File: config.mk
export PLATFORM = sky130hd
export DESIGN_NAME = kzu_mul
export DESIGN_NICKNAME = d
export VERILOG_FILES = /design/src/hdl/assert_macros.svh /design/src/hdl/kzu_pkg.sv /design/src/hdl/kzu_mul.sv
export SDC_FILE = /design/constraint.sdc
export NUM_CORES = 2
export LEC_CHECK = 0
export BUFFER_PORTS_ARGS = -buffer_cell sky130_fd_sc_hd__buf_2
export CAP_MARGIN = 20
export CORE_AREA = 2 2 215 217
export DETAILED_ROUTE_END_ITERATION = 8
export DIE_AREA = 0 0 217 219
export MAX_ROUTING_LAYER = met4
export PLACE_DENSITY_LB_ADDON = 0.25
export SLEW_MARGIN = 30
export SYNTH_ARGS = -nofsm -noshare
export SYNTH_HDL_FRONTEND = slang
export SYNTH_SLANG_ARGS = --single-unit
File: constraint.sdc
create_clock -name clk -period 21 [get_ports clk]
set_input_delay 2.1 -clock clk [delete_from_list [all_inputs] [get_ports clk]]
set_output_delay 2.1 -clock clk [all_outputs]
set_load 0.1 [all_outputs]
File: src/hdl/assert_macros.svh
// Assertion macros shared by the yaw-rate tracker RTL.
// The macros expect signals named clk and rst_n in the enclosing scope.
`ifndef ASSERT_MACROS_SVH
`define ASSERT_MACROS_SVH

// The expression must hold at every clock edge outside reset.
`define KZU_ASSERT_ALWAYS(lbl, expr) \
    lbl: assert property (@(posedge clk) disable iff (!rst_n) (expr)) \
        else $error("assertion violated");

// When the antecedent holds, the consequent must hold in the same cycle.
`define KZU_ASSERT_IMPLIES(lbl, ante, cons) \
    lbl: assert property (@(posedge clk) disable iff (!rst_n) (ante) |-> (cons)) \
        else $error("assertion violated");

`endif

File: src/hdl/kzu_pkg.sv
// Package for the yaw-rate Kalman tracker: widths, fixed-point constants, codes.
// Used by all modules of the block; depends on nothing.
package kzu_pkg;

    localparam int RATE_W     = 28;     // shared multiplier operand A width
    localparam int MB_W       = 25;     // shared multiplier operand B width
    localparam int PROD_W     = RATE_W + MB_W;

    localparam int QUIET_TICKS     = 5;
    localparam int TURN_HOLD_TICKS = 25;

    localparam logic signed [26:0] RATE_MAX = 27'sd67108863;
    localparam logic signed [26:0] RATE_MIN = -27'sd67108864;
    localparam logic signed [29:0] FULL_TURN = 30'sd23592960;
    localparam logic [17:0] COV_MAX      = 18'd262143;
    localparam logic [17:0] COV_RESET    = 18'd65536;
    localparam logic signed [26:0] QUIET_LIMIT = 27'sd39322;
    localparam logic signed [26:0] SLOW_LIMIT  = 27'sd327680;
    localparam logic signed [26:0] FAST_LIMIT  = 27'sd1966080;
    localparam logic signed [24:0] RESIDUE_TRIP = 25'sd16384;

    localparam logic [17:0] Q_SLOW = 18'd1311;
    localparam logic [17:0] Q_MID  = 18'd6554;
    localparam logic [17:0] Q_FAST = 18'd32768;
    localparam logic [12:0] LEAK_GAIN = 13'd6554;

    localparam logic [17:0] NOISE_R_RESET     = 18'd32768;
    localparam logic [15:0] TICK_PERIOD_RESET = 16'd1311;
    localparam logic [23:0] RATE_SCALE_RESET  = 24'd171196;

    localparam int CFG_IDX_W = 8;
    localparam logic [CFG_IDX_W-1:0] REG_NOISE_R     = 8'd0;
    localparam logic [CFG_IDX_W-1:0] REG_BIAS_LOAD   = 8'd1;
    localparam logic [CFG_IDX_W-1:0] REG_TICK_PERIOD = 8'd2;
    localparam logic [CFG_IDX_W-1:0] REG_RATE_SCALE  = 8'd3;

    // Divider: 35-bit dividend, 19-bit divisor, 17-bit quotient.
    localparam int DIV_NUM_W = 35;
    localparam int DIV_DEN_W = 19;
    localparam int DIV_Q_W   = 17;

    typedef struct packed {
        logic busy;
        logic done;
    } div_status_t;

endpackage

File: src/hdl/kzu_mul.sv
// Shared signed multiplier with a registered product for the yaw-rate tracker.
// Depends on kzu_pkg for operand widths.
module kzu_mul (
    input  logic                              clk,
    input  logic signed [kzu_pkg::RATE_W-1:0] a,
    input  logic signed [kzu_pkg::MB_W-1:0]   b,
    output logic signed [kzu_pkg::PROD_W-1:0] prod
);

    logic signed [kzu_pkg::PROD_W-1:0] prod_reg;

    always_ff @(posedge clk)
    begin
        prod_reg <= kzu_pkg::PROD_W'(a) * kzu_pkg::PROD_W'(b);
    end

    assign prod = prod_reg;

endmodule

# After elaboration in Yosys (flattened, before gate mapping)
# Index checks and enable logic that the tools add are counted.
# totals
register_bits	53
latchBits	0
mem_bits_rw	0
mem_bits_ro	0
in_bits	54
out_inout_bits	53
elab_cells	2
n_memories	0
# op_classes
add_sub_neg	0
n_mul	1
n_div	0
magnitude_cmp	0
n_eq_ne	0
shift	0
n_mux	0
n_bitwise	0
reduce_logical	0
# ops
op	n
28-bit by 25-bit multiplier with 53-bit output	1

# Longest topological paths before layout
# depth
word_depth	1
mapped_depth	28
ltp_nobuf	25

# Worst setup path after synthesis
# OpenSTA, ideal clock, no wires.
# synth_path
kind	input -> register
from	input b[4] in the netlist's numbering
to	register prod_reg, in the netlist prod[31]
t_arrival_ns	8.567
slack_ns	12.351
cell_stages	25
cell_sequence	clkbuf_1 -> clkbuf_1 -> nand2_1 -> fa_1 -> inv_1 -> fa_1 -> inv_1 -> fa_1 -> fa_1 -> inv_1 -> fa_1 -> fa_1 -> inv_1 -> fa_1 -> inv_1 -> ha_1 -> a21o_1 -> o21bai_1 -> or3_1 -> nor2b_4 -> o31a_1 -> o21ai_2 -> a21boi_1 -> or4b_1 -> o2111ai_1
# synth_between
elab_chain_cells	1
# synth_lines
element	line_no	text
from (decl)	kzu_mul.sv:6	input logic signed [kzu_pkg::MB_W-1:0] b,
28-bit by 25-bit multiplier with 53-bit output	kzu_mul.sv:14	prod_reg <= kzu_pkg::PROD_W'(a) * kzu_pkg::PROD_W'(b);
to (signal assigned)	kzu_mul.sv:14	
to (decl)	kzu_mul.sv:10	logic signed [kzu_pkg::PROD_W-1:0] prod_reg;
# No other way between the ends.

# Worst setup path after layout
# layout_path
from	input a[25] in the netlist's numbering
to	register prod_reg, in the netlist prod[52]
# layout_between
elab_chain_cells	1
# layout_lines
element	line_no	text
from (decl)	kzu_mul.sv:5	input logic signed [kzu_pkg::RATE_W-1:0] a,
28-bit by 25-bit multiplier with 53-bit output	kzu_mul.sv:14	
# No other way between the ends.

==> summary.md <==
| Metric | Value |
|---|---|
| Run status | finished, final reports clean |
| TritonCTS Buffers | 5 |
| # port buffers | around 110 |
| Vias | 18,760 |
| Area leader, netlist | fa_1 |
| Crit path kind | primary input to flop |
| Worst path bufs/invs | 6 |
| DR vias/cell | approximately 5.6 |
| Setup violations, final | 0 |
| Syn_nets | 3,717 |
| Router iterations before antenna repair | 5 |
| Crit share post-route | approximately 44% |
| TritonCTS clock tree | done |
| Commonest cells in the netlist | fa_1 (727), inv_1 (702), and2_1 (354), nand2_1 (345), ha_1 (147) |
| Area grow syn2layout | 3.545% |
| Avg Inst Size Synth | between 9 and 10 um^2 |
| CP Launch Type | primary input |
| RSZ-0062 raised after global routing | false |
| WL final | approximately 70 mm |
| Post-CTS Hold Buffers | 0 |
| Cell Rows | 78 |
| Clock sink total | 53 |
| Setup TNS | 0 ps |
| Final hold viol count | 0 |
| Tot GR Track Use | about 32% |
| Die Wd | roughly 220 um |
| Dominant cells by area after synthesis | fa_1 (55%), inv_1 (10%), and2_1 (8.4%), ha_1 (7.0%), nand2_1 (4.9%) |
| Initial antenna violation count | 4 |
| CP max stage cell | fa_1 |
| NumNets Final | about 3,700 |
| Core footprint | approximately 45,000 um^2 |
| GR met2 Demand/Resource | roughly 54% |
| Global-route wire length before repair | 112.8 mm |
| CP top delay family | adder cells |
| Count leader, synth | fa_1 |
| Number of synthesized flops with an enable pin | 0 |
| Worst Tran Pin Value | between 800 and 900 ps |
| Post-Synthesis Cells | around 2,800 |
| DP HPWL | around 57 mm |
| Critical path, cell by cell | buf_2 -> nand2_1 -> fa_1 -> inv_1 -> fa_1 -> inv_1 -> fa_1 -> fa_1 -> inv_1 -> fa_1 -> fa_1 -> inv_1 -> fa_1 -> inv_1 -> ha_1 -> and3_1 -> nand4_1 -> or4b_1 -> a21oi_1 -> o211ai_1 -> o21ai_2 -> nand3_1 -> a21oi_1 -> xnor2_1 |
| Fraction of layout cells with a size suffix above 1 | between 4 and 5% |
| GR Util met1 | approximately two fifths |
| Arr. time, crit path | between 9000 and 10,000 ps |
| Max-cap violation count | 0 |
| Setup crit end kind | flop |
| DR iter-0 viols | about 1,200 |
| CTS root buf | clkbuf_16 |
| Post-synth top area share | 55.27% |
| Met3 Use GR | under 10% |
| Residual DRC | 0 |
| Async SR Flop Fraction | 0% |
| H-tree Lvls | 2 |
| DIE HEIGHT | around 220 um |
| Clock slew at reported path FFs | 80 ps |
| YS warnings | 0 |
| Largest net degree at the start of global routing | 29 |
| Max FFs per register | 53 |
| Antenna Violating Nets Remaining | 0 |
| Crit-path max cell delay | roughly 560 ps |
| Main flop type after synthesis | dfxtp_1 |
| F_max | 107.2 MHz |
| Post-synthesis cell area | approximately 26,000 um^2 |
| Ports | between 100 and 150 |
| Max-slew violations | 0 |
| Die area | approximately 48,000 um^2 |
| GP Congestion | approximately 0.96 |
| Vias in the first global route | roughly 21,000 |
| Post-synthesis sequential area ratio | under 10% |
| DR WL/cell | 20.66 um |
| CTS resizes | 0 |
| Final min period | approximately 9300 ps |
| Min-Delay Path Class | primary input to flop |
| Initial Utilization | about 58% |
| CP most frequent cell | fa_1 |
| Relative slew margins | between 30% and 40% |
| Synth cell types | 60 |
| Grt ovf | 0 |
| Clock Path Buffers | 2 |
| CP required | roughly 21,000 ps |
| FILL cells | between 3,000 and 4,000 |
| GR peak layer | met2 |
| Seq cells post-synth | 53 |
| Critical Path Fanout Max | 26 |
| Post-CTS setup buffer count | 0 |
## through the flow
| step | worst slack, ps | util (%) | instance area [um^2] | hold slack (ps) | instances |
|---|---|---|---|---|---|
| 2_1_floorplan | 12350 | - | 26330 | 2227 | 2789 |
| 3_3_place_gp | 11480 | 60.12 | 27110 | 2651 | 3362 |
| 3_5_place_dp | 11450 | 60.12 | 27110 | 2650 | 3362 |
| 4_1_cts | 11790 | 60.45 | 27260 | 2355 | 3370 |
| 5_1_grt | 11350 | 60.46 | 27260 | 2364 | 3372 |
| 6_report | 11670 | 60.47 | 27260 | 2368 | 3373 |
## layout make-up
class | count | area (um^2) | area share, %
timing repair buffer | 106 | 530.5 | 1.946
tap | 600 | 750.7 | 2.754
clock inverter | 3 | 25.02 | 0.09179
antenna | 3 | 7.507 | 0.02754
multi-input combinational | 1901 | 22130 | 81.17
sequential | 53 | 1061 | 3.892
inverter | 702 | 2635 | 9.665
clock buffer | 5 | 125.1 | 0.4589
## cells in the final DEF, fill, tap and decap left out, types with 12 or more instances in the layout
cell type  synthesis  routed
a21oi_1           55      55
inv_1            702     702
and2_1           354     354
buf_2              1     106
nand2_1          345     345
fa_1             727     727
xnor2_1           38      38
ha_1             147     147
xor2_1            20      20
a21o_1            29      29
nor2_1            44      44
o21ai_0           21      21
dfxtp_1           53      53
nand2b_1          12      12
## kinds of logic after synthesis
kind of cell | share of synthesized area, %
AOI/OAI and AO/OA | 4.343
xor gates and xnor gates | 1.929
adders and majority gates | 62.26
buffers and inverters | 11.93
DFF | 4.030
and+or+nand+nor | 15.51
## final timing paths
kind	to	start	slack, ps	cells after the start
worst max-delay path	prod[52]	a[25]	11670	24
worst min-delay path	prod[0]	a[0]	2370	2
## metal layers
layer | share of wire, % | vias to the layer above | wire, um
met3 | 6.5 | 243 | 4502
met1 | 36 | 9796 | 25290
li1 | - | 7948 | -
met2 | 51 | 772 | 35450
met5 | 0 | - | 0
met4 | 6.4 | 0 | 4444
Power is left out: the tool's default activity adds up to more than one toggle a clock period on the data nets, which glitch-free logic cannot reach.
