[src/hdl/assert_macros.svh]
// Assertion macros shared by the yaw-rate tracker RTL.
// The macros expect signals named clk and rst_n in the enclosing scope.
`ifndef ASSERT_MACROS_SVH
`define ASSERT_MACROS_SVH

// The expression must hold at every clock edge outside reset.
`define KZU_ASSERT_ALWAYS(lbl, expr) \
    lbl: assert property (@(posedge clk) disable iff (!rst_n) (expr)) \
        else $error("assertion violated");

// When the antecedent holds, the consequent must hold in the same cycle.
`define KZU_ASSERT_IMPLIES(lbl, ante, cons) \
    lbl: assert property (@(posedge clk) disable iff (!rst_n) (ante) |-> (cons)) \
        else $error("assertion violated");

`endif

[src/hdl/kzu_pkg.sv]
// Package for the yaw-rate Kalman tracker: widths, fixed-point constants, codes.
// Used by all modules of the block; depends on nothing.
package kzu_pkg;

    localparam int RATE_W     = 28;     // shared multiplier operand A width
    localparam int MB_W       = 25;     // shared multiplier operand B width
    localparam int PROD_W     = RATE_W + MB_W;

    localparam int QUIET_TICKS     = 5;
    localparam int TURN_HOLD_TICKS = 25;

    localparam logic signed [26:0] RATE_MAX = 27'sd67108863;
    localparam logic signed [26:0] RATE_MIN = -27'sd67108864;
    localparam logic signed [29:0] FULL_TURN = 30'sd23592960;
    localparam logic [17:0] COV_MAX      = 18'd262143;
    localparam logic [17:0] COV_RESET    = 18'd65536;
    localparam logic signed [26:0] QUIET_LIMIT = 27'sd39322;
    localparam logic signed [26:0] SLOW_LIMIT  = 27'sd327680;
    localparam logic signed [26:0] FAST_LIMIT  = 27'sd1966080;
    localparam logic signed [24:0] RESIDUE_TRIP = 25'sd16384;

    localparam logic [17:0] Q_SLOW = 18'd1311;
    localparam logic [17:0] Q_MID  = 18'd6554;
    localparam logic [17:0] Q_FAST = 18'd32768;
    localparam logic [12:0] LEAK_GAIN = 13'd6554;

    localparam logic [17:0] NOISE_R_RESET     = 18'd32768;
    localparam logic [15:0] TICK_PERIOD_RESET = 16'd1311;
    localparam logic [23:0] RATE_SCALE_RESET  = 24'd171196;

    localparam int CFG_IDX_W = 8;
    localparam logic [CFG_IDX_W-1:0] REG_NOISE_R     = 8'd0;
    localparam logic [CFG_IDX_W-1:0] REG_BIAS_LOAD   = 8'd1;
    localparam logic [CFG_IDX_W-1:0] REG_TICK_PERIOD = 8'd2;
    localparam logic [CFG_IDX_W-1:0] REG_RATE_SCALE  = 8'd3;

    // Divider: 35-bit dividend, 19-bit divisor, 17-bit quotient.
    localparam int DIV_NUM_W = 35;
    localparam int DIV_DEN_W = 19;
    localparam int DIV_Q_W   = 17;

    typedef struct packed {
        logic busy;
        logic done;
    } div_status_t;

endpackage

[src/hdl/kzu_div.sv]
// Restoring divider, one quotient bit per cycle, for the Kalman gain.
// Depends on kzu_pkg for widths and the status struct.
module kzu_div (
    input  logic                               clk,
    input  logic                               rst_n,
    input  logic                               start,
    input  logic [kzu_pkg::DIV_NUM_W-1:0]      num,
    input  logic [kzu_pkg::DIV_DEN_W-1:0]      den,
    output logic [kzu_pkg::DIV_Q_W-1:0]        quot,
    output kzu_pkg::div_status_t               status
);

    localparam int CNT_W = $clog2(kzu_pkg::DIV_Q_W + 1);

    logic [kzu_pkg::DIV_DEN_W-1:0] rem_reg;
    logic [kzu_pkg::DIV_DEN_W-1:0] den_reg;
    logic [kzu_pkg::DIV_Q_W-1:0]   low_reg;
    logic [kzu_pkg::DIV_Q_W-1:0]   quot_reg;
    logic [CNT_W-1:0]              cnt_reg;
    logic                          busy_reg;
    logic                          done_reg;

    logic [kzu_pkg::DIV_DEN_W:0]   rem_sh;
    logic                          fits;

    assign rem_sh = {rem_reg, low_reg[kzu_pkg::DIV_Q_W-1]};
    assign fits   = rem_sh >= {1'b0, den_reg};

    always_ff @(posedge clk or negedge rst_n)
    begin
        if (!rst_n)
        begin
            busy_reg <= 1'b0;
            done_reg <= 1'b0;
            cnt_reg  <= '0;
        end
        else
        begin
            done_reg <= 1'b0;
            if (start)
            begin
                // The quotient fits in DIV_Q_W bits, so the top part is below den.
                rem_reg  <= kzu_pkg::DIV_DEN_W'(num[kzu_pkg::DIV_NUM_W-1:kzu_pkg::DIV_Q_W]);
                low_reg  <= num[kzu_pkg::DIV_Q_W-1:0];
                den_reg  <= den;
                quot_reg <= '0;
                cnt_reg  <= CNT_W'(kzu_pkg::DIV_Q_W);
                busy_reg <= 1'b1;
            end
            else if (busy_reg)
            begin
                rem_reg  <= fits ? kzu_pkg::DIV_DEN_W'(rem_sh - {1'b0, den_reg})
                                 : kzu_pkg::DIV_DEN_W'(rem_sh);
                low_reg  <= {low_reg[kzu_pkg::DIV_Q_W-2:0], 1'b0};
                quot_reg <= {quot_reg[kzu_pkg::DIV_Q_W-2:0], fits};
                cnt_reg  <= cnt_reg - 1'b1;
                if (cnt_reg == CNT_W'(1))
                begin
                    busy_reg <= 1'b0;
                    done_reg <= 1'b1;
                end
            end
        end
    end

    assign quot        = quot_reg;
    assign status.busy = busy_reg;
    assign status.done = done_reg;

endmodule

[config.mk]
export PLATFORM = sky130hd
export DESIGN_NAME = kzu_div
export DESIGN_NICKNAME = d
export VERILOG_FILES = /design/src/hdl/assert_macros.svh /design/src/hdl/kzu_pkg.sv /design/src/hdl/kzu_div.sv
export SDC_FILE = /design/constraint.sdc
export NUM_CORES = 1
export LEC_CHECK = 0
export ABC_AREA = 1
export BUFFER_PORTS_ARGS = -buffer_cell sky130_fd_sc_hd__buf_2
export CORE_ASPECT_RATIO = 0.6
export CORE_MARGIN = 2
export CORE_UTILIZATION = 35
export CTS_BUF_LIST = sky130_fd_sc_hd__clkbuf_16
export DETAILED_ROUTE_END_ITERATION = 12
export GPL_TIMING_DRIVEN = 0
export PLACE_DENSITY = 0.63
export SYNTH_ARGS = -nofsm -noshare
export SYNTH_HDL_FRONTEND = slang
export SYNTH_SLANG_ARGS = --single-unit
[constraint.sdc]
create_clock -name clk -period 5.6 [get_ports clk]
set_input_delay 1.12 -clock clk [delete_from_list [all_inputs] [get_ports clk]]
set_output_delay 1.12 -clock clk [all_outputs]
set_load 0.03 [all_outputs]
== Word level (Yosys, flattened, before mapping) ==
Index checks and enable logic that the tools add are counted.

* Word-level logic and storage cells: 29
* Bits in registers: 79
* Memories: 0
* RAM bits: 0
* Latch bits: 0
* Output and inout port bits: 19
* Input bits: 57
* Memory bits (read-only): 0

* Div/mod/pow operators: 0
* Multipliers: 0
* Shift operators: 0
* Bitwise operators: 0
* Equality and inequality tests: 1
* Reduce and logical (&&, ||, !) cells: 3
* Muxes and demuxes: 14
* $add $sub $neg: 2
* Order comparisons: 1

{| class="wikitable"
|+ Operator list
! kind !! count
|-
| $mux W17 || 3
|-
| $mux W19 || 2
|-
| $ge A20 B19 Y1 || 1
|-
| $sub A19 B19 Y19 || 1
|-
| $mux W18 || 1
|-
| $mux W5 || 2
|-
| $mux W1 || 6
|-
| $eq A5 B1 Y1 const B || 1
|-
| $sub A5 B1 Y5 const B || 1
|-
| $reduce_and A2 Y1 || 2
|-
| $reduce_bool A2 Y1 || 1
|}

== Depth between registers and ports, before layout ==
* Depth in word-level cells: 4
* Depth in mapped cells: 15
* Depth with buffers taken out: 15

== Least setup slack after synthesis ==
OpenSTA, ideal clock, no wires.

* Kind: input port to flip-flop
* From: input port start
* To: register low_reg[0] (netlist bit) (enable)
* Stages on the path: 2
* Setup time: 427 ps
* Setup slack: 2,495 ps
* Data required time: 5,173 ps
* Arrival: 2,677 ps
* Cell sequence: nor2_1 nor2_1

* Word-level cells in the longest chain between the ends: 2

{| class="wikitable"
|+ Ends and longest elaborated chain
! element !! RTL line !! source
|-
| start, declared || kzu_div.sv:6 || <nowiki>input logic start,</nowiki>
|-
| $reduce_bool A2 Y1 (no source line) || n/a ||
|-
| $reduce_and A2 Y1 (no source line) || n/a ||
|-
| end signal, assigned || kzu_div.sv:44 || <nowiki>low_reg <= num[kzu_pkg::DIV_Q_W-1:0];</nowiki>
|-
| end signal, assigned || kzu_div.sv:54 || <nowiki>low_reg <= {low_reg[kzu_pkg::DIV_Q_W-2:0], 1'b0};</nowiki>
|-
| end, declared || kzu_div.sv:17 || <nowiki>logic [kzu_pkg::DIV_Q_W-1:0] low_reg;</nowiki>
|}

No other way between the ends.
A chain may end at the register's enable or synchronous reset.

== Worst setup path after layout ==
* From: input port start
* To: register den_reg[2] (netlist bit) (enable)

* Word-level cells in the longest chain between the ends: 1

{| class="wikitable"
|+ Ends and longest elaborated chain
! element !! RTL line !! source
|-
| $reduce_and A2 Y1 (no source line) || n/a ||
|-
| end signal, assigned || kzu_div.sv:45 || <nowiki>den_reg <= den;</nowiki>
|-
| end, declared || kzu_div.sv:16 || <nowiki>logic [kzu_pkg::DIV_DEN_W-1:0] den_reg;</nowiki>
|}

No other way between the ends.

==> results.json <==
{
  "status": "completed",
  "initial_core_util_pct": 36.0,
  "p_sw_share_pct": 38.1,
  "post_cts_resize_count": 0,
  "post-route-util_pct": 42.7,
  "post_cts_buffers": 0,
  "grt.total_usage_pct": 17.0,
  "clockRootBuffer": "clkbuf_16",
  "r2r_start": "low_reg[16]",
  "overflow": 0,
  "start_kind": "input port",
  "wl_per_cell_um": 13.1,
  "die_w_um": 157,
  "drtPass1Iterations": 4,
  "holdWs_ps": 490,
  "critPathMaxStageDelay_ps": 690,
  "top_usage_layer": "met1",
  "area_growth_pct": 18.7,
  "drt.antenna.violating_nets": 0,
  "yosysSeqAreaShare_pct": 47.5,
  "core_area_mm2": 0.0137,
  "holdBufCountCts": 0,
  "final_cell_area_mm2": 0.00583,
  "ctsLongestPathBuffers": 2,
  "drc": 0,
  "syn_area_per_cell_um2": 7.94,
  "worstSetupPathType": "input port to register",
  "io-pin-count": 76,
  "setup_viol": 0,
  "final_hold_viol_count": 0,
  "use_met3_pct": 4.73,
  "final.period_utilization_pct": 54.8,
  "vias": 4070,
  "drt-vias-per-instance": 4.51,
  "critPathLaunch": "start",
  "drt-total-wl_um": 11800,
  "clk_latency_ps": 350,
  "grt_max_degree": 28,
  "tns_ps": 0,
  "worstHoldStart": "cnt_reg[3]",
  "io_buffers": 75,
  "p_sw_w": 0.000837,
  "worst_ep_arrival_time_ps": 3040,
  "netlist_instances": 619,
  "ys_types": 32,
  "gp_congestion": 0.884,
  "cts_sinks": 79,
  "clkSlewWorstSetupHoldPaths_ps": 60,
  "stdcell_count": 903,
  "p_per_area_mw_per_mm2": 376,
  "antenna_found_initial": 0,
  "cp.required_ps": 5570,
  "layout_min_cycle_time_ps": 3070,
  "drtIter0Drc": 305,
  "grt_setup_unrepaired": "false",
  "critPathMaxFanout": 19,
  "ys_ff_latch": 79,
  "syn-cell-area_mm2": 0.00492,
  "clock_skew_ps": 7.56,
  "finalMaxSlewViolations": 0,
  "tightest_slew_ps": 913,
  "hold_path_class": "register to register",
  "tritoncts": "done",
  "ir_drop_uv": 150,
  "grt_pass1_wl_um": 19800,
  "dp_hpwl_um": 9040,
  "met2_usage_pct": 23.5,
  "num_rows": 33,
  "cpMaxStageDelayCell": "inv_1",
  "cp-end-kind": "register",
  "layout_commonest_cell": "nand2_1",
  "placed_cells": 887,
  "p_seq_share_pct": 37.3,
  "p_int_w": 0.00136,
  "die-area_mm2": 0.0150,
  "dieHeight_um": 95.8,
  "place_area_mm2": 0.00556,
  "cts_buffers": 9,
  "path_cells": "buf_2, clkbuf_1, buf_1, nand2_1, inv_1",
  "p_comb_share_pct": 37.7,
  "num_antenna_cells": 0,
  "cts.htree.levels": 3,
  "leakage_nw": 2.95,
  "synth.net_count": 698,
  "first_global_vias": 3979,
  "max-slew-margin-rel_pct": 39.1,
  "final_layout_size_suffix_gt1_share_pct": 17.3,
  "drv_cap": 0,
  "max_freq_mhz": 326,
  "mostFrequentLayoutCells": "nand2_1 (238), inv_1 (111), buf_2 (76)",
  "yosys_warnings": 0,
  "grt_util_met1_pct": 26.0,
  "final_nets": 785,
  "clock_power_share_pct": 25.1
}
==> critical path, delay by kind of cell <==
family                 cells  cell delay (ps)
buffers and inverters      4             1790
and+or+nand+nor            1              100
==> power groups by stage <==
| stage | combinational [W] | clock (W) | sequential (W) |
|---|---|---|---|
| 4_1_cts | 0.000823 | 0.000563 | 0.000817 |
| 3_5_place_dp | 0.000820 | 0 | 0.000827 |
| 3_3_place_gp | 0.000803 | 0 | 0.000828 |
| 6_report | 0.000826 | 0.000550 | 0.000818 |
| 2_1_floorplan | 0.000588 | 0 | 0.000848 |
| 5_1_grt | 0.000944 | 0.000587 | 0.000829 |
==> Yosys cell counts, drive strengths merged <==
cell type    n  area share (%)
o21bai       1            0.15
inv        111             8.5
buf         11             1.6
clkbuf       4            0.31
ha          21             5.3
clkinv       3            0.23
nand4        5            0.76
fa           1            0.41
nand3b       4            0.61
o22ai       16             2.0
nand3       49             5.7
xnor2        7             1.2
nor4         1            0.13
edfxtp      72              44
nor3         3            0.31
dfrtp        7             3.6
nand2      247              20
nor2        31             2.9
a21oi       16             1.6
and2         2            0.31
o21ai        7            0.71
==> area by class of cell <==
type | instances | area, µm²
inverters | 114 | 428
flip-flops and latches | 79 | 2340
clock buffers | 9 | 225
clock inverters | 7 | 48.8
multi-input cells | 411 | 2070
plain buffers | 15 | 91.3
well taps | 192 | 240
fillers | 1402 | 7830
repair buffers | 76 | 395
==> stage by stage <==
step | setup slack, ps | total power, W
finish | 2530 | 0.00219
global route | 2290 | 0.00236
CTS | 2490 | 0.00220
detailed placement | 2110 | 0.00165
global placement | 1000 | 0.00163
floorplan | 2500 | 0.00144
==> kinds of logic after synthesis <==
kind of cell / count (synthesis) / synth area share [%]
buffers and inverters: 129 / 10.6
xor gates and xnor gates: 7 / 1.25
adders and majority gates: 22 / 5.75
AOI/OAI and AO/OA: 40 / 4.53
and+or+nand+nor: 342 / 30.4
DFF: 79 / 47.5
==> layer usage <==
layer,part of all wire (%),vias up
li1,-,2137
met1,56,1818
met2,36,103
met3,6.5,12
met4,1.1,0
met5,0,-
==> path summary, 6_finish.rpt <==
path / endpoint / slack, ps / depth (start not counted)
worst min register to register: cnt_reg[3] / 490 / 1
max in group asynchronous: cnt_reg[3] / 4420 / 1
worst min-delay path: cnt_reg[3] / 490 / 1
min in group asynchronous: done_reg / 770 / 1
worst max-delay path: den_reg[2] / 2530 / 5
worst max register to register: rem_reg[12] / 3040 / 15
(Power assumes the default switching activity.)
